==> src/rtl/lrr_pkg.sv <==
// Package for the bounded LFSR random unit: widths, codes, shared types.
package lrr_pkg;

  localparam int DATA_W    = 32;
  localparam int CNT_W     = $clog2(DATA_W);
  localparam int ADDR_W    = 3;
  localparam int TAP_A_BIT = 27;
  localparam int TAP_B_BIT = 30;

  localparam logic [DATA_W-1:0] SEED_RESET = DATA_W'(1);

  // register index, taken from paddr[2]
  localparam logic REG_SEED = 1'b0;

  typedef enum logic [1:0] {
    S_IDLE,
    S_CALC,
    S_DONE
  } state_t;

  // seed load request from the register block
  typedef struct packed {
    logic              load;
    logic [DATA_W-1:0] value;
  } seed_load_t;

  // remainder unit status
  typedef struct packed {
    logic busy;
    logic done;
  } rem_stat_t;

endpackage

==> src/rtl/lrr_req_if.sv <==
// Request channel: lower and upper bound per beat.
interface lrr_req_if;
  logic                      valid;
  logic                      ready;
  logic [lrr_pkg::DATA_W-1:0] lower_bound;
  logic [lrr_pkg::DATA_W-1:0] upper_bound;

  modport source (output valid, output lower_bound, output upper_bound, input ready);
  modport sink   (input valid, input lower_bound, input upper_bound, output ready);
endinterface

==> src/rtl/lrr_res_if.sv <==
// Result channel: bounded random value and range error per beat.
interface lrr_res_if;
  logic                      valid;
  logic                      ready;
  logic [lrr_pkg::DATA_W-1:0] random_value;
  logic                      range_error;

  modport source (output valid, output random_value, output range_error, input ready);
  modport sink   (input valid, input random_value, input range_error, output ready);
endinterface

==> src/rtl/lrr_apb_regs.sv <==
// APB register block holding the seed register.
module lrr_apb_regs (
  input  logic                        clk,
  input  logic                        rst,
  input  logic                        psel,
  input  logic                        penable,
  input  logic                        pwrite,
  input  logic [lrr_pkg::ADDR_W-1:0]  paddr,
  input  logic [lrr_pkg::DATA_W-1:0]  pwdata,
  output logic [lrr_pkg::DATA_W-1:0]  prdata,
  output logic                        pready,
  output lrr_pkg::seed_load_t         seed_load
);
  import lrr_pkg::*;

  logic [DATA_W-1:0] seed;
  logic              wr_seed;
  logic [DATA_W-1:0] seed_wdata;

  assign pready  = 1'b1;
  assign wr_seed = psel && penable && pwrite && (paddr[2] == REG_SEED);

  // a zero seed is not stored as given, store the reset seed instead
  assign seed_wdata = (pwdata == '0) ? SEED_RESET : pwdata;

  always_ff @(posedge clk) begin
    if (rst) begin
      seed <= SEED_RESET;
    end else if (wr_seed) begin
      seed <= seed_wdata;
    end
  end

  assign seed_load.load  = wr_seed;
  assign seed_load.value = seed_wdata;

  // read back; addresses with paddr[2] set read zero
  assign prdata = (paddr[2] == REG_SEED) ? seed : '0;

endmodule

==> src/rtl/lrr_rem_unit.sv <==
// Radix-2 restoring remainder unit, one quotient bit per cycle.
module lrr_rem_unit (
  input  logic                       clk,
  input  logic                       rst,
  input  logic                       start,
  input  logic [lrr_pkg::DATA_W-1:0] dividend,
  input  logic [lrr_pkg::DATA_W-1:0] divisor,
  output lrr_pkg::rem_stat_t         stat,
  output logic [lrr_pkg::DATA_W-1:0] remainder
);
  import lrr_pkg::*;

  logic              busy;
  logic              done;
  logic [CNT_W-1:0]  cnt;
  logic [DATA_W-1:0] rem;
  logic [DATA_W-1:0] dq;
  logic [DATA_W-1:0] dvs;
  logic [DATA_W:0]   trial;
  logic [DATA_W:0]   diff;
  logic [DATA_W-1:0] rem_next;

  // shift in next dividend bit, subtract divisor if it fits
  always_comb begin
    trial    = {rem, dq[DATA_W-1]};
    diff     = trial - {1'b0, dvs};
    rem_next = diff[DATA_W] ? trial[DATA_W-1:0] : diff[DATA_W-1:0];
  end

  // control
  always_ff @(posedge clk) begin
    if (rst) begin
      busy <= 1'b0;
      done <= 1'b0;
      cnt  <= '0;
    end else begin
      done <= 1'b0;
      if (start) begin
        busy <= 1'b1;
        cnt  <= '0;
      end else if (busy) begin
        cnt <= cnt + CNT_W'(1);
        if (cnt == CNT_W'(DATA_W - 1)) begin
          busy <= 1'b0;
          done <= 1'b1;
        end
      end
    end
  end

  // datapath
  always_ff @(posedge clk) begin
    if (start) begin
      rem <= '0;
      dq  <= dividend;
      dvs <= divisor;
    end else if (busy) begin
      rem <= rem_next;
      dq  <= {dq[DATA_W-2:0], 1'b0};
    end
  end

  assign stat.busy = busy;
  assign stat.done = done;
  assign remainder = rem;

  // a finished remainder is always below the divisor
  a_rem_below_dvs: assert property (@(posedge clk) disable iff (rst)
    done |-> (rem < dvs))
    else $error("remainder not below divisor");

  // done only follows the last iteration
  a_done_after_busy: assert property (@(posedge clk) disable iff (rst)
    done |-> $past(busy))
    else $error("done without prior iteration");

endmodule

==> src/rtl/lfsr_random_in_range_unit.sv <==
// Top level: bounded pseudo-random values from a 32-bit XNOR shift register.
// A request is taken only while idle, so a new one waits until the last result is loaded;
// a nonzero span runs the 32 iterations of the remainder unit, a zero span skips it.
// Reset: synchronous; seed and shift register return to 1, no result pending.
// A seed write loads the shift register at once; no clearing pass is needed.
module lfsr_random_in_range_unit (
  input  logic                        clk,
  input  logic                        rst,
  input  logic                        psel,
  input  logic                        penable,
  input  logic                        pwrite,
  input  logic [lrr_pkg::ADDR_W-1:0]  paddr,
  input  logic [lrr_pkg::DATA_W-1:0]  pwdata,
  output logic [lrr_pkg::DATA_W-1:0]  prdata,
  output logic                        pready,
  lrr_req_if.sink                     req,
  lrr_res_if.source                   res
);
  import lrr_pkg::*;

  state_t            state;
  state_t            state_next;
  seed_load_t        seed_load;
  rem_stat_t         rem_stat;
  logic [DATA_W-1:0] remainder;
  logic [DATA_W-1:0] shift_state;
  logic [DATA_W-1:0] shift_next;
  logic [DATA_W-1:0] span;
  logic [DATA_W-1:0] lower;
  logic              zero_span;
  logic              req_beat;
  logic              rem_start;
  logic              out_load;
  logic              out_free;
  logic [DATA_W-1:0] value_next;

  lrr_apb_regs u_regs (
    .clk       (clk),
    .rst       (rst),
    .psel      (psel),
    .penable   (penable),
    .pwrite    (pwrite),
    .paddr     (paddr),
    .pwdata    (pwdata),
    .prdata    (prdata),
    .pready    (pready),
    .seed_load (seed_load)
  );

  // XNOR feedback of the two taps enters at bit 0
  assign shift_next = {shift_state[DATA_W-2:0],
                       ~(shift_state[TAP_A_BIT] ^ shift_state[TAP_B_BIT])};
  assign span       = req.upper_bound - req.lower_bound;
  assign req_beat   = req.valid && req.ready;
  assign out_free   = !res.valid || res.ready;

  lrr_rem_unit u_rem (
    .clk       (clk),
    .rst       (rst),
    .start     (rem_start),
    .dividend  (shift_next),
    .divisor   (span),
    .stat      (rem_stat),
    .remainder (remainder)
  );

  // shift register: seed load or one step per request
  always_ff @(posedge clk) begin
    if (rst) begin
      shift_state <= SEED_RESET;
    end else if (seed_load.load) begin
      shift_state <= seed_load.value;
    end else if (req_beat) begin
      shift_state <= shift_next;
    end
  end

  // request capture
  always_ff @(posedge clk) begin
    if (req_beat) begin
      lower     <= req.lower_bound;
      zero_span <= (span == '0);
    end
  end

  // sequencer
  always_ff @(posedge clk) begin
    if (rst) begin
      state <= S_IDLE;
    end else begin
      state <= state_next;
    end
  end

  always_comb begin
    state_next = state;
    req.ready  = 1'b0;
    rem_start  = 1'b0;
    out_load   = 1'b0;
    case (state)
      S_IDLE: begin
        req.ready = 1'b1;
        if (req.valid) begin
          if (span == '0) begin
            state_next = S_DONE;
          end else begin
            rem_start  = 1'b1;
            state_next = S_CALC;
          end
        end
      end
      S_CALC: begin
        if (rem_stat.done) begin
          state_next = S_DONE;
        end
      end
      S_DONE: begin
        if (out_free) begin
          out_load   = 1'b1;
          state_next = S_IDLE;
        end
      end
      default: begin
        state_next = S_IDLE;
      end
    endcase
  end

  assign value_next = zero_span ? lower : (remainder + lower);

  // result register
  always_ff @(posedge clk) begin
    if (rst) begin
      res.valid <= 1'b0;
    end else if (out_load) begin
      res.valid <= 1'b1;
    end else if (res.ready) begin
      res.valid <= 1'b0;
    end
  end

  always_ff @(posedge clk) begin
    if (out_load) begin
      res.random_value <= value_next;
      res.range_error  <= zero_span;
    end
  end

  // a request beat always leaves idle
  a_leave_idle: assert property (@(posedge clk) disable iff (rst)
    req_beat |=> (state != S_IDLE))
    else $error("request beat did not start work");

  // while calculating, the remainder unit is iterating or just finished
  a_calc_busy: assert property (@(posedge clk) disable iff (rst)
    (state == S_CALC) |-> (rem_stat.busy || rem_stat.done))
    else $error("calc state with idle remainder unit");

  // a loaded result shows up as valid next cycle
  a_load_valid: assert property (@(posedge clk) disable iff (rst)
    out_load |=> res.valid)
    else $error("loaded result not valid");

endmodule
==> src/flat_wrapper.sv <==
// flat-port wrapper written by rule: the top's interface ports become plain ports
module lfsr_random_in_range_unit_flat import lrr_pkg::*;
  (clk, rst, psel, penable, pwrite, paddr, pwdata, prdata, pready, req_valid, req_lower_bound, req_upper_bound, req_ready, res_valid, res_random_value, res_range_error, res_ready);
  lrr_req_if req_i ();
  lrr_res_if res_i ();
  input  logic clk;
  input  logic rst;
  input  logic psel;
  input  logic penable;
  input  logic pwrite;
  input  logic [lrr_pkg::ADDR_W-1:0] paddr;
  input  logic [lrr_pkg::DATA_W-1:0] pwdata;
  output logic [lrr_pkg::DATA_W-1:0] prdata;
  output logic pready;
  input wire logic [$bits(req_i.valid)-1:0] req_valid;
  input wire logic [$bits(req_i.lower_bound)-1:0] req_lower_bound;
  input wire logic [$bits(req_i.upper_bound)-1:0] req_upper_bound;
  output wire logic [$bits(req_i.ready)-1:0] req_ready;
  output wire logic [$bits(res_i.valid)-1:0] res_valid;
  output wire logic [$bits(res_i.random_value)-1:0] res_random_value;
  output wire logic [$bits(res_i.range_error)-1:0] res_range_error;
  input wire logic [$bits(res_i.ready)-1:0] res_ready;
  assign req_i.valid = req_valid;
  assign req_i.lower_bound = req_lower_bound;
  assign req_i.upper_bound = req_upper_bound;
  assign req_ready = req_i.ready;
  assign res_valid = res_i.valid;
  assign res_random_value = res_i.random_value;
  assign res_range_error = res_i.range_error;
  assign res_i.ready = res_ready;
  lfsr_random_in_range_unit u_core (.clk(clk), .rst(rst), .psel(psel), .penable(penable), .pwrite(pwrite), .paddr(paddr), .pwdata(pwdata), .prdata(prdata), .pready(pready), .req(req_i), .res(res_i));
endmodule
==> config.mk <==
export PLATFORM = sky130hd
export DESIGN_NAME = lfsr_random_in_range_unit_flat
export DESIGN_NICKNAME = d
export VERILOG_FILES = /design/src/rtl/lrr_pkg.sv /design/src/rtl/lrr_req_if.sv /design/src/rtl/lrr_res_if.sv /design/src/rtl/lrr_apb_regs.sv /design/src/rtl/lrr_rem_unit.sv /design/src/rtl/lfsr_random_in_range_unit.sv /design/src/flat_wrapper.sv
export SDC_FILE = /design/constraint.sdc
export NUM_CORES = 1
export LEC_CHECK = 0
export BUFFER_PORTS_ARGS = -buffer_cell sky130_fd_sc_hd__buf_2
export CAP_MARGIN = 5
export CELL_PAD_IN_SITES_DETAIL_PLACEMENT = 2
export CELL_PAD_IN_SITES_GLOBAL_PLACEMENT = 2
export CORE_MARGIN = 2
export CORE_UTILIZATION = 40
export CTS_CLUSTER_SIZE = 8
export DETAILED_ROUTE_END_ITERATION = 10
export GPL_TIMING_DRIVEN = 0
export PLACE_DENSITY = 0.93
export RECOVER_POWER = 25
export SYNTH_ARGS = -nofsm -noshare
export SYNTH_HDL_FRONTEND = slang
export SYNTH_SLANG_ARGS = --single-unit
==> constraint.sdc <==
create_clock -name clk -period 7.75 [get_ports clk]
set_input_delay 0.775 -clock clk [delete_from_list [all_inputs] [get_ports clk]]
set_output_delay 0.775 -clock clk [all_outputs]
set_load 0.005 [all_outputs]
==> results of run 1 <==
==> report_power, final <==
group          leakage, nW  internal (mW)  switching [mW]
Sequential            2.11           1.46           0.121
Combinational         4.27          0.572            1.01
Clock                0.492          0.864           0.657
==> cells in the final DEF, fill, tap and decap left out, types with 5 or more instances in the layout <==
cell       synthesis  layout
a211oi_1          28      28
a211oi_2          10      10
a21o_1            41      41
a21oi_1          106     106
a311oi_1          31      31
a31oi_1           16      16
and2_1             5       5
and3_1            10      10
buf_2              8     131
buf_4              5       5
clkbuf_1          46     119
clkbuf_16          0      35
dfxtp_1          105     105
edfxtp_1         130     130
ha_1              96      96
inv_1             96      96
mux2_1            32      33
mux2i_1           34      34
nand2_1          197     197
nand2b_1          19      18
nand3_1           19      19
nand4_1           14      14
nor2_1           120     120
nor2b_1           44      43
nor3_1            22      22
nor4_1            16      16
o211ai_1           8       8
o21a_1            12      12
o21ai_0           66      66
o21ai_1            9       9
o21bai_1          15      15
or3_1              5       5
xnor2_1           53      53
xor2_1            31      31
==> cells in the mapped netlist (4+ instances only) <==
cell      count  area [µm²]
nand2_1     197       739.5
edfxtp_1    130        3904
nor2_1      120       450.4
a21oi_1     106       530.5
dfxtp_1     105        2102
ha_1         96        1201
inv_1        96       360.4
o21ai_0      66       330.3
xnor2_1      53       464.2
clkbuf_1     46       172.7
nor2b_1      44       275.3
a21o_1       41       307.8
mux2i_1      34       340.3
mux2_1       32       360.4
a311oi_1     31       271.5
xor2_1       31       271.5
a211oi_1     28       210.2
nor3_1       22       110.1
nand2b_1     19       118.9
nand3_1      19       95.09
a31oi_1      16       100.1
nor4_1       16       100.1
o21bai_1     15       112.6
nand4_1      14       87.58
o21a_1       12       90.09
a211oi_2     10       125.1
and3_1       10       62.56
o21ai_1       9       45.04
buf_2         8       40.04
o211ai_1      8       60.06
buf_1         7       26.28
and2_1        5       31.28
buf_4         5       37.54
or3_1         5       31.28
o22ai_1       4       25.02
o41ai_1       4       35.03
==> worst max-delay path: stages <==
cell and delay (ns):
clkbuf_1 0.24, inv_1 0.14, ha_1 0.36, a21oi_1 0.38, o21bai_1 0.15, a21oi_1 0.36
a21boi_1 0.17, a311oi_4 0.58, a211oi_1 0.27, o41ai_2 0.36, xnor2_1 0.24, nor4_1 0.43
nand3_1 0.24, nand2_2 0.29, buf_4 0.26, nand2b_2 0.54
==> cell type report <==
| cell class | count | area share |
|---|---|---|
| Buffer | 68 | 0.01792 |
| Clock buffer | 59 | 0.05824 |
| Clock inverter | 4 | 0.003584 |
| Inverter | 97 | 0.02173 |
| Multi-Input combinational cell | 1134 | 0.4573 |
| Sequential cell | 235 | 0.3584 |
| Tap cell | 461 | 0.03442 |
| Timing Repair Buffer | 171 | 0.04839 |
==> registers in the layout, summed over array words and instances, names as in the netlist <==
register	cells
u_core.res.valid	1
u_core.res.random_value	32
u_core.state	2
u_core.u_rem.remainder	32
u_core.u_rem.done	1
u_core.u_rem.dq	32
u_core.res.range_error	1
u_core.u_rem.busy	1
u_core.u_rem.dvs	32
u_core.lower	32
u_core.zero_span	1
u_core.shift_state	31
u_core.u_regs.seed	32
u_core.u_rem.cnt	5
==> metal layers <==
metal / GRT usage / wire, µm / vias to the layer above
met3: 0.06241 / 3787 / 282
met4: 0.2205 / 4602 / 2
li1: - / - / 5946
met1: 0.3871 / 25050 / 7057
met5: 0 / 10 / -
met2: 0.6276 / 33790 / 661
==> cells by family after synthesis <==
group,synth area share
xor gates and xnor gates,0.05251
other,0.0002618
adders and majority gates,0.08807
and+or+nand+nor,0.1603
AOI/OAI and AO/OA,0.1835
muxes,0.04971
DFF,0.4194
buffers and inverters,0.04631
==> worst max path at each step <==
| stage | depth (start not counted) | slack, ns | to |
|---|---|---|---|
| final | 16 | 2.03 | u_core.u_rem.dq[18] |
| after global routing | 16 | 1.92 | u_core.u_rem.dq[15] |
| after CTS | 16 | 2.36 | u_core.u_rem.dq[15] |
| after floorplan | 17 | 3.13 | u_core.u_rem.dq[0] |
| after detailed placement | 18 | 2.18 | u_core.u_rem.dq[18] |
| after global placement | 18 | 1.87 | u_core.u_rem.dq[15] |
==> stage by stage <==
step,instances,total power [mW],hold slack (ns),instance area [µm²]
global route,2229,4.831,0.4813,16760
global placement,2164,2.846,0.4394,15740
finish,2229,4.685,0.4507,16760
detailed placement,2166,2.985,0.4464,15800
CTS,2229,4.652,0.4348,16830
floorplan,1534,2.550,0.4318,14320
==> run metrics, run 1 <==
Syn Nets=1,739; worst path arrival time=5.78 ns; Hold Vio Cnt, Final=0; routed wire length=just under 70,000 µm; slew of the pin with the lowest slew margin=1.891 ns; Area growth syn-to-layout=17.00%; Final GP Congestion=0.9115; first-pass GRT wire length=101,500 µm; FF-to-FF End=u_core.u_rem.remainder[28]; diode count=0; CP Class=in -> reg; crit path time final=5.717 ns; filler instances=approximately 3,800; ys async rst share=0; share of layout cells above drive strength 1=0.1182; Finished Core Util=0.4734; Reg clk slew, reported paths=0.05 ns; hold-fix buffers at CTS=0; DRT antenna net count=0; Global Route Usage Sum=0.3519; CTS tree=done; vias=13,950; reg2reg path depth=15; synthesized area=0.01432 mm²; Primary FF master, synth=edfxtp_1; syn avg cell area=9.336 µm²; Reg2Reg Launch Point=u_core.u_rem.dq[31]; Core Rows=69; endpoint class of the critical path=register; H-tree depth=2; Tcrit/Tclk final=0.7377; Max transition margin=-0.2609; DR DRC count=0; # port buffers=~170; CTS root buffer=clkbuf_16; Initial DRC Count=948; Final Skew=0.03798 ns; final worst setup slack=2.033 ns; Final setup viols=0; wire length per cell=30.17 µm; Slew Viols, Final=34; fmax=0.1749 GHz; crit-path max FO=32; Mapped Cells=1,534; Leak=6.868 nW; clk_lat worst skew=approximately 0.55 ns; RSZ-0062 raised after global routing=no; multi-input combinational cell area=0.007662 mm²; largest net degree at the start of global routing=42; Max clock buf depth=3; Synth cell types=80; number of clock sinks=235; overall die area=approximately 0.037 mm²; core area=0.03540 mm²; die outline width=around 190 µm; Hold Path Cell Cnt=2; Max rail drop VDD=0.1751 mV; Max Cap Viol=1; hold path start=u_core.u_regs.seed[15]; CP startpoint=req_lower_bound[8]; post-DP HPWL=41,210 µm; Setup TNS=0 ns; Initial Util=0.4046; Sequential Area=0.006006 mm²; drt pass-1 iters=5; Post-CTS Resized=0; initial antenna violation count=1; CP Data Required Time=7.81 ns; post-CTS setup buffer count=0; Post-synth EDFFs=130; final net count=1,947; status=finished, violations left; FF-to-FF setup slack=2.85 ns; global route overflow=0; Syn. warnings=0; pwr dens=279.6 mW/mm²; failing checks=capacitance limit, slew limit; die height=193.2 µm; Place WS=approximately 2.2 ns; vias per cell=around 6.3; vias in the first global route=15,790; min-delay worst type=reg -> reg; CP Launch Type=input port; I/O Pins=roughly 170; Hold Path End=u_core.u_regs.seed[15]; post-synthesis sequential area ratio=0.4194; Seq cells post-synth=approximately 240; total CTS buffers=35
Note: power is estimated with default switching activity, not from simulation.
==> run 2, diff against run 1 <==
--- a/config.mk
+++ b/config.mk
@@ -5,16 +5,17 @@
 export SDC_FILE = /design/constraint.sdc
 export NUM_CORES = 1
 export LEC_CHECK = 0
+export ABC_AREA = 1
 export BUFFER_PORTS_ARGS = -buffer_cell sky130_fd_sc_hd__buf_2
 export CAP_MARGIN = 5
 export CELL_PAD_IN_SITES_DETAIL_PLACEMENT = 2
 export CELL_PAD_IN_SITES_GLOBAL_PLACEMENT = 2
 export CORE_MARGIN = 2
-export CORE_UTILIZATION = 40
+export CORE_UTILIZATION = 34
 export CTS_CLUSTER_SIZE = 8
 export DETAILED_ROUTE_END_ITERATION = 10
 export GPL_TIMING_DRIVEN = 0
-export PLACE_DENSITY = 0.93
+export PLACE_DENSITY = 0.88
 export RECOVER_POWER = 25
 export SYNTH_ARGS = -nofsm -noshare
 export SYNTH_HDL_FRONTEND = slang
==> constraint.sdc (replaced) <==
create_clock -name clk -period 6 [get_ports clk]
set_input_delay 0.6 -clock clk [delete_from_list [all_inputs] [get_ports clk]]
set_output_delay 0.6 -clock clk [all_outputs]
set_load 0.005 [all_outputs]
==> run 2 against run 1 <==
Compared with the run above:
- the run still ends with capacitance limit, slew limit left
- design area is 7.9% higher
- first-iteration DRC count is 0.42% higher
- sequential cell count stayed put
- synthesized cell count is 42% higher
- hold slack worse by 0.20 ns
- clock skew is 0.022 ns lower
- via count is 14% higher
- sequential share of layout area is 2.6 points lower
- critical endpoint is now u_core.u_rem.dq[29]
==> run metrics, run 2 <==
status=finished, violations left; failing checks=capacitance limit, slew limit; Post-CTS Resized=0; DR DRC count=0; post-CTS setup buffer count=0; Setup TNS=0 ns; most common cell after layout, fill and taps aside=nand2_1; area leader, netlist=edfxtp_1; global route overflow=0; Slew Viols, Final=34; first-pass GRT wire length=~100,000 µm; Pwr Total=6.036 mW; Leak=~8.4 nW; synthesized area=~0.016 mm²; CTS tree=done; wire length per cell=between 20 and 25 µm; top-count cell post-synth=nand2_1; drt pass-1 iters=5; Tcrit/Tclk final=0.7007; Final GP Congestion=0.8880; Synth cell types=44; top cells by area, synth=edfxtp_1 25%, nand2_1 16%, dfxtp_1 14%; Place WS=1.470 ns; Seq cells post-synth=235; RSZ-0062 raised after global routing=no; Mapped Cells=between 2,000 and 2,500; Finished Core Util=0.4001; H-tree depth=2; core area=0.04519 mm²; Initial Util=0.3431; design area=around 0.018 mm²; FF-to-FF setup slack=between 2 and 3 ns; Max rail drop VDD=0.1832 mV; I/O Pins=around 170; Reg2Reg Launch Point=u_core.u_rem.remainder[0]; pwr dens=333.9 mW/mm²; fmax=0.2379 GHz; initial antenna violation count=2; reg2reg path depth=12; placed cell count=2,951; share of layout cells above drive strength 1=0.09400; total CTS buffers=35; hold-fix buffers at CTS=0; sw frac=0.3919; FF-to-FF End=u_core.res.random_value[22]; final worst setup slack=1.796 ns; Reg power frac=0.342; Global Route Usage Sum=0.2807; Hold Path End=u_core.lower[0]; CP Data Required Time=6.30 ns; crit-path max FO=20; Layout Cells excl Fill=3,016; share of the synthesized area in the top cell type=0.2518; largest net degree at the start of global routing=42; net switching power=2.366 mW; worst path arrival time=4.51 ns; Post-synth EDFFs=130; die height=217.5 µm; Max Cap Viol=1; Primary FF master, synth=edfxtp_1; Area growth syn-to-layout=16.63%; # port buffers=169; Syn. warnings=0; crit path time final=around 4.2 ns; vias per cell=5.285; most common library cells after synthesis=672 x nand2_1, 304 x inv_1, 214 x nor2_1, 170 x a21oi_1, 130 x edfxtp_1; routed wire length=66,640 µm; CTS root buffer=clkbuf_16; die outline width=roughly 220 µm; Max transition margin=-0.7827; DP Area=between 0.015 and 0.02 mm²; DRT antenna net count=0; Syn Nets=2,385; min-delay worst type=in -> reg; Final Skew=0.01607 ns; final net count=2,593; clock power share=0.318; Reg clk slew, reported paths=0.06 ns; Combinational Power Share=0.339; Hold Path Cell Cnt=1; Hold Vio Cnt, Final=0; endpoint class of the critical path=register; post-DP HPWL=50,670 µm; vias=15,940; vias in the first global route=17,530; Initial DRC Count=952; ys async rst share=0; syn avg cell area=7.111 µm²; number of clock sinks=235; overall die area=between 0.04 and 0.05 mm²; hold path start=req_lower_bound[0]; post-synthesis sequential area ratio=0.3874; CP Launch Type=input port; clk_lat worst skew=0.56 ns; Final setup viols=0; Core Rows=78; Fin Hold WS=between 0.2 and 0.25 ns; Max clock buf depth=3; slew of the pin with the lowest slew margin=2.664 ns; CP Class=in -> reg; most frequent cells in the layout=676 x nand2_1, 305 x inv_1, 214 x nor2_1, 170 x a21oi_1, 130 x edfxtp_1; Internal Power=around 3.7 mW
## run 2: worst max path at each step
stage / from / endpoint / slack, ns / cells past startpoint
after floorplan: req_upper_bound[0] / u_core.u_rem.dq[0] / 2.39 / 16
after global placement: req_upper_bound[0] / u_core.u_rem.dq[22] / 1.38 / 18
after detailed placement: req_upper_bound[0] / u_core.u_rem.dq[23] / 1.47 / 19
after CTS: req_upper_bound[0] / u_core.u_rem.dq[23] / 1.88 / 19
after global routing: req_upper_bound[0] / u_core.u_rem.dq[23] / 1.49 / 21
final: req_upper_bound[0] / u_core.u_rem.dq[29] / 1.80 / 21
## run 2: metal layers
metal | global-route usage | vias to the layer above | routed length [µm]
met5 | 0 | - | 13
met4 | 0.08196 | 2 | 1584
met3 | 0.02957 | 97 | 2333
met2 | 0.4969 | 350 | 33310
met1 | 0.3596 | 7984 | 29400
li1 | - | 7506 | -
## run 2: power by group through the flow
stage	registers, mW	clock network, mW	logic, mW
after global routing	2.08	2.01	2.28
final	2.07	1.92	2.05
after global placement	2.08	0	1.83
after detailed placement	2.09	0	1.99
after floorplan	2.01	0	1.36
after CTS	2.06	1.95	2.03
## run 2: cell families (layout without fill, tap and decap cells)
family,count (synthesis),after routing,synth area share
xor+xnor,48,48,0.02712
flops,235,235,0.3874
simple gates,1092,1092,0.2904
fa+ha+maj,99,99,0.08136
compound gates,333,333,0.1175
other cells,1,2,0.0002419
buf+inv,372,607,0.09596
## run 2: area by class of cell
cell class	instances	area [µm²]
fillers	5376	27110
multi-input cells	1573	7989
flip-flops and latches	235	6006
inverters	315	1185
clock buffers	60	969.7
repair buffers	171	819.5
well taps	600	750.7
plain buffers	57	304.0
clock inverters	4	53.80
diodes	1	2.502
## run 2: critical path, cell delays in order
cell and delay, ns:
buf_2 0.10, inv_1 0.07, ha_1 0.15, inv_1 0.09, fa_1 0.47, nand3_1 0.15, nand2_1 0.16, nand3_1 0.14
nand3_1 0.17, nand2_1 0.13, nand2_1 0.07, nand2_1 0.07, nand2_1 0.18, nor2_1 0.19, nand2_1 0.10, nor2_1 0.17
nand3_2 0.16, nand2_4 0.12, buf_8 0.16, nand2_1 0.62, buf_8 0.43
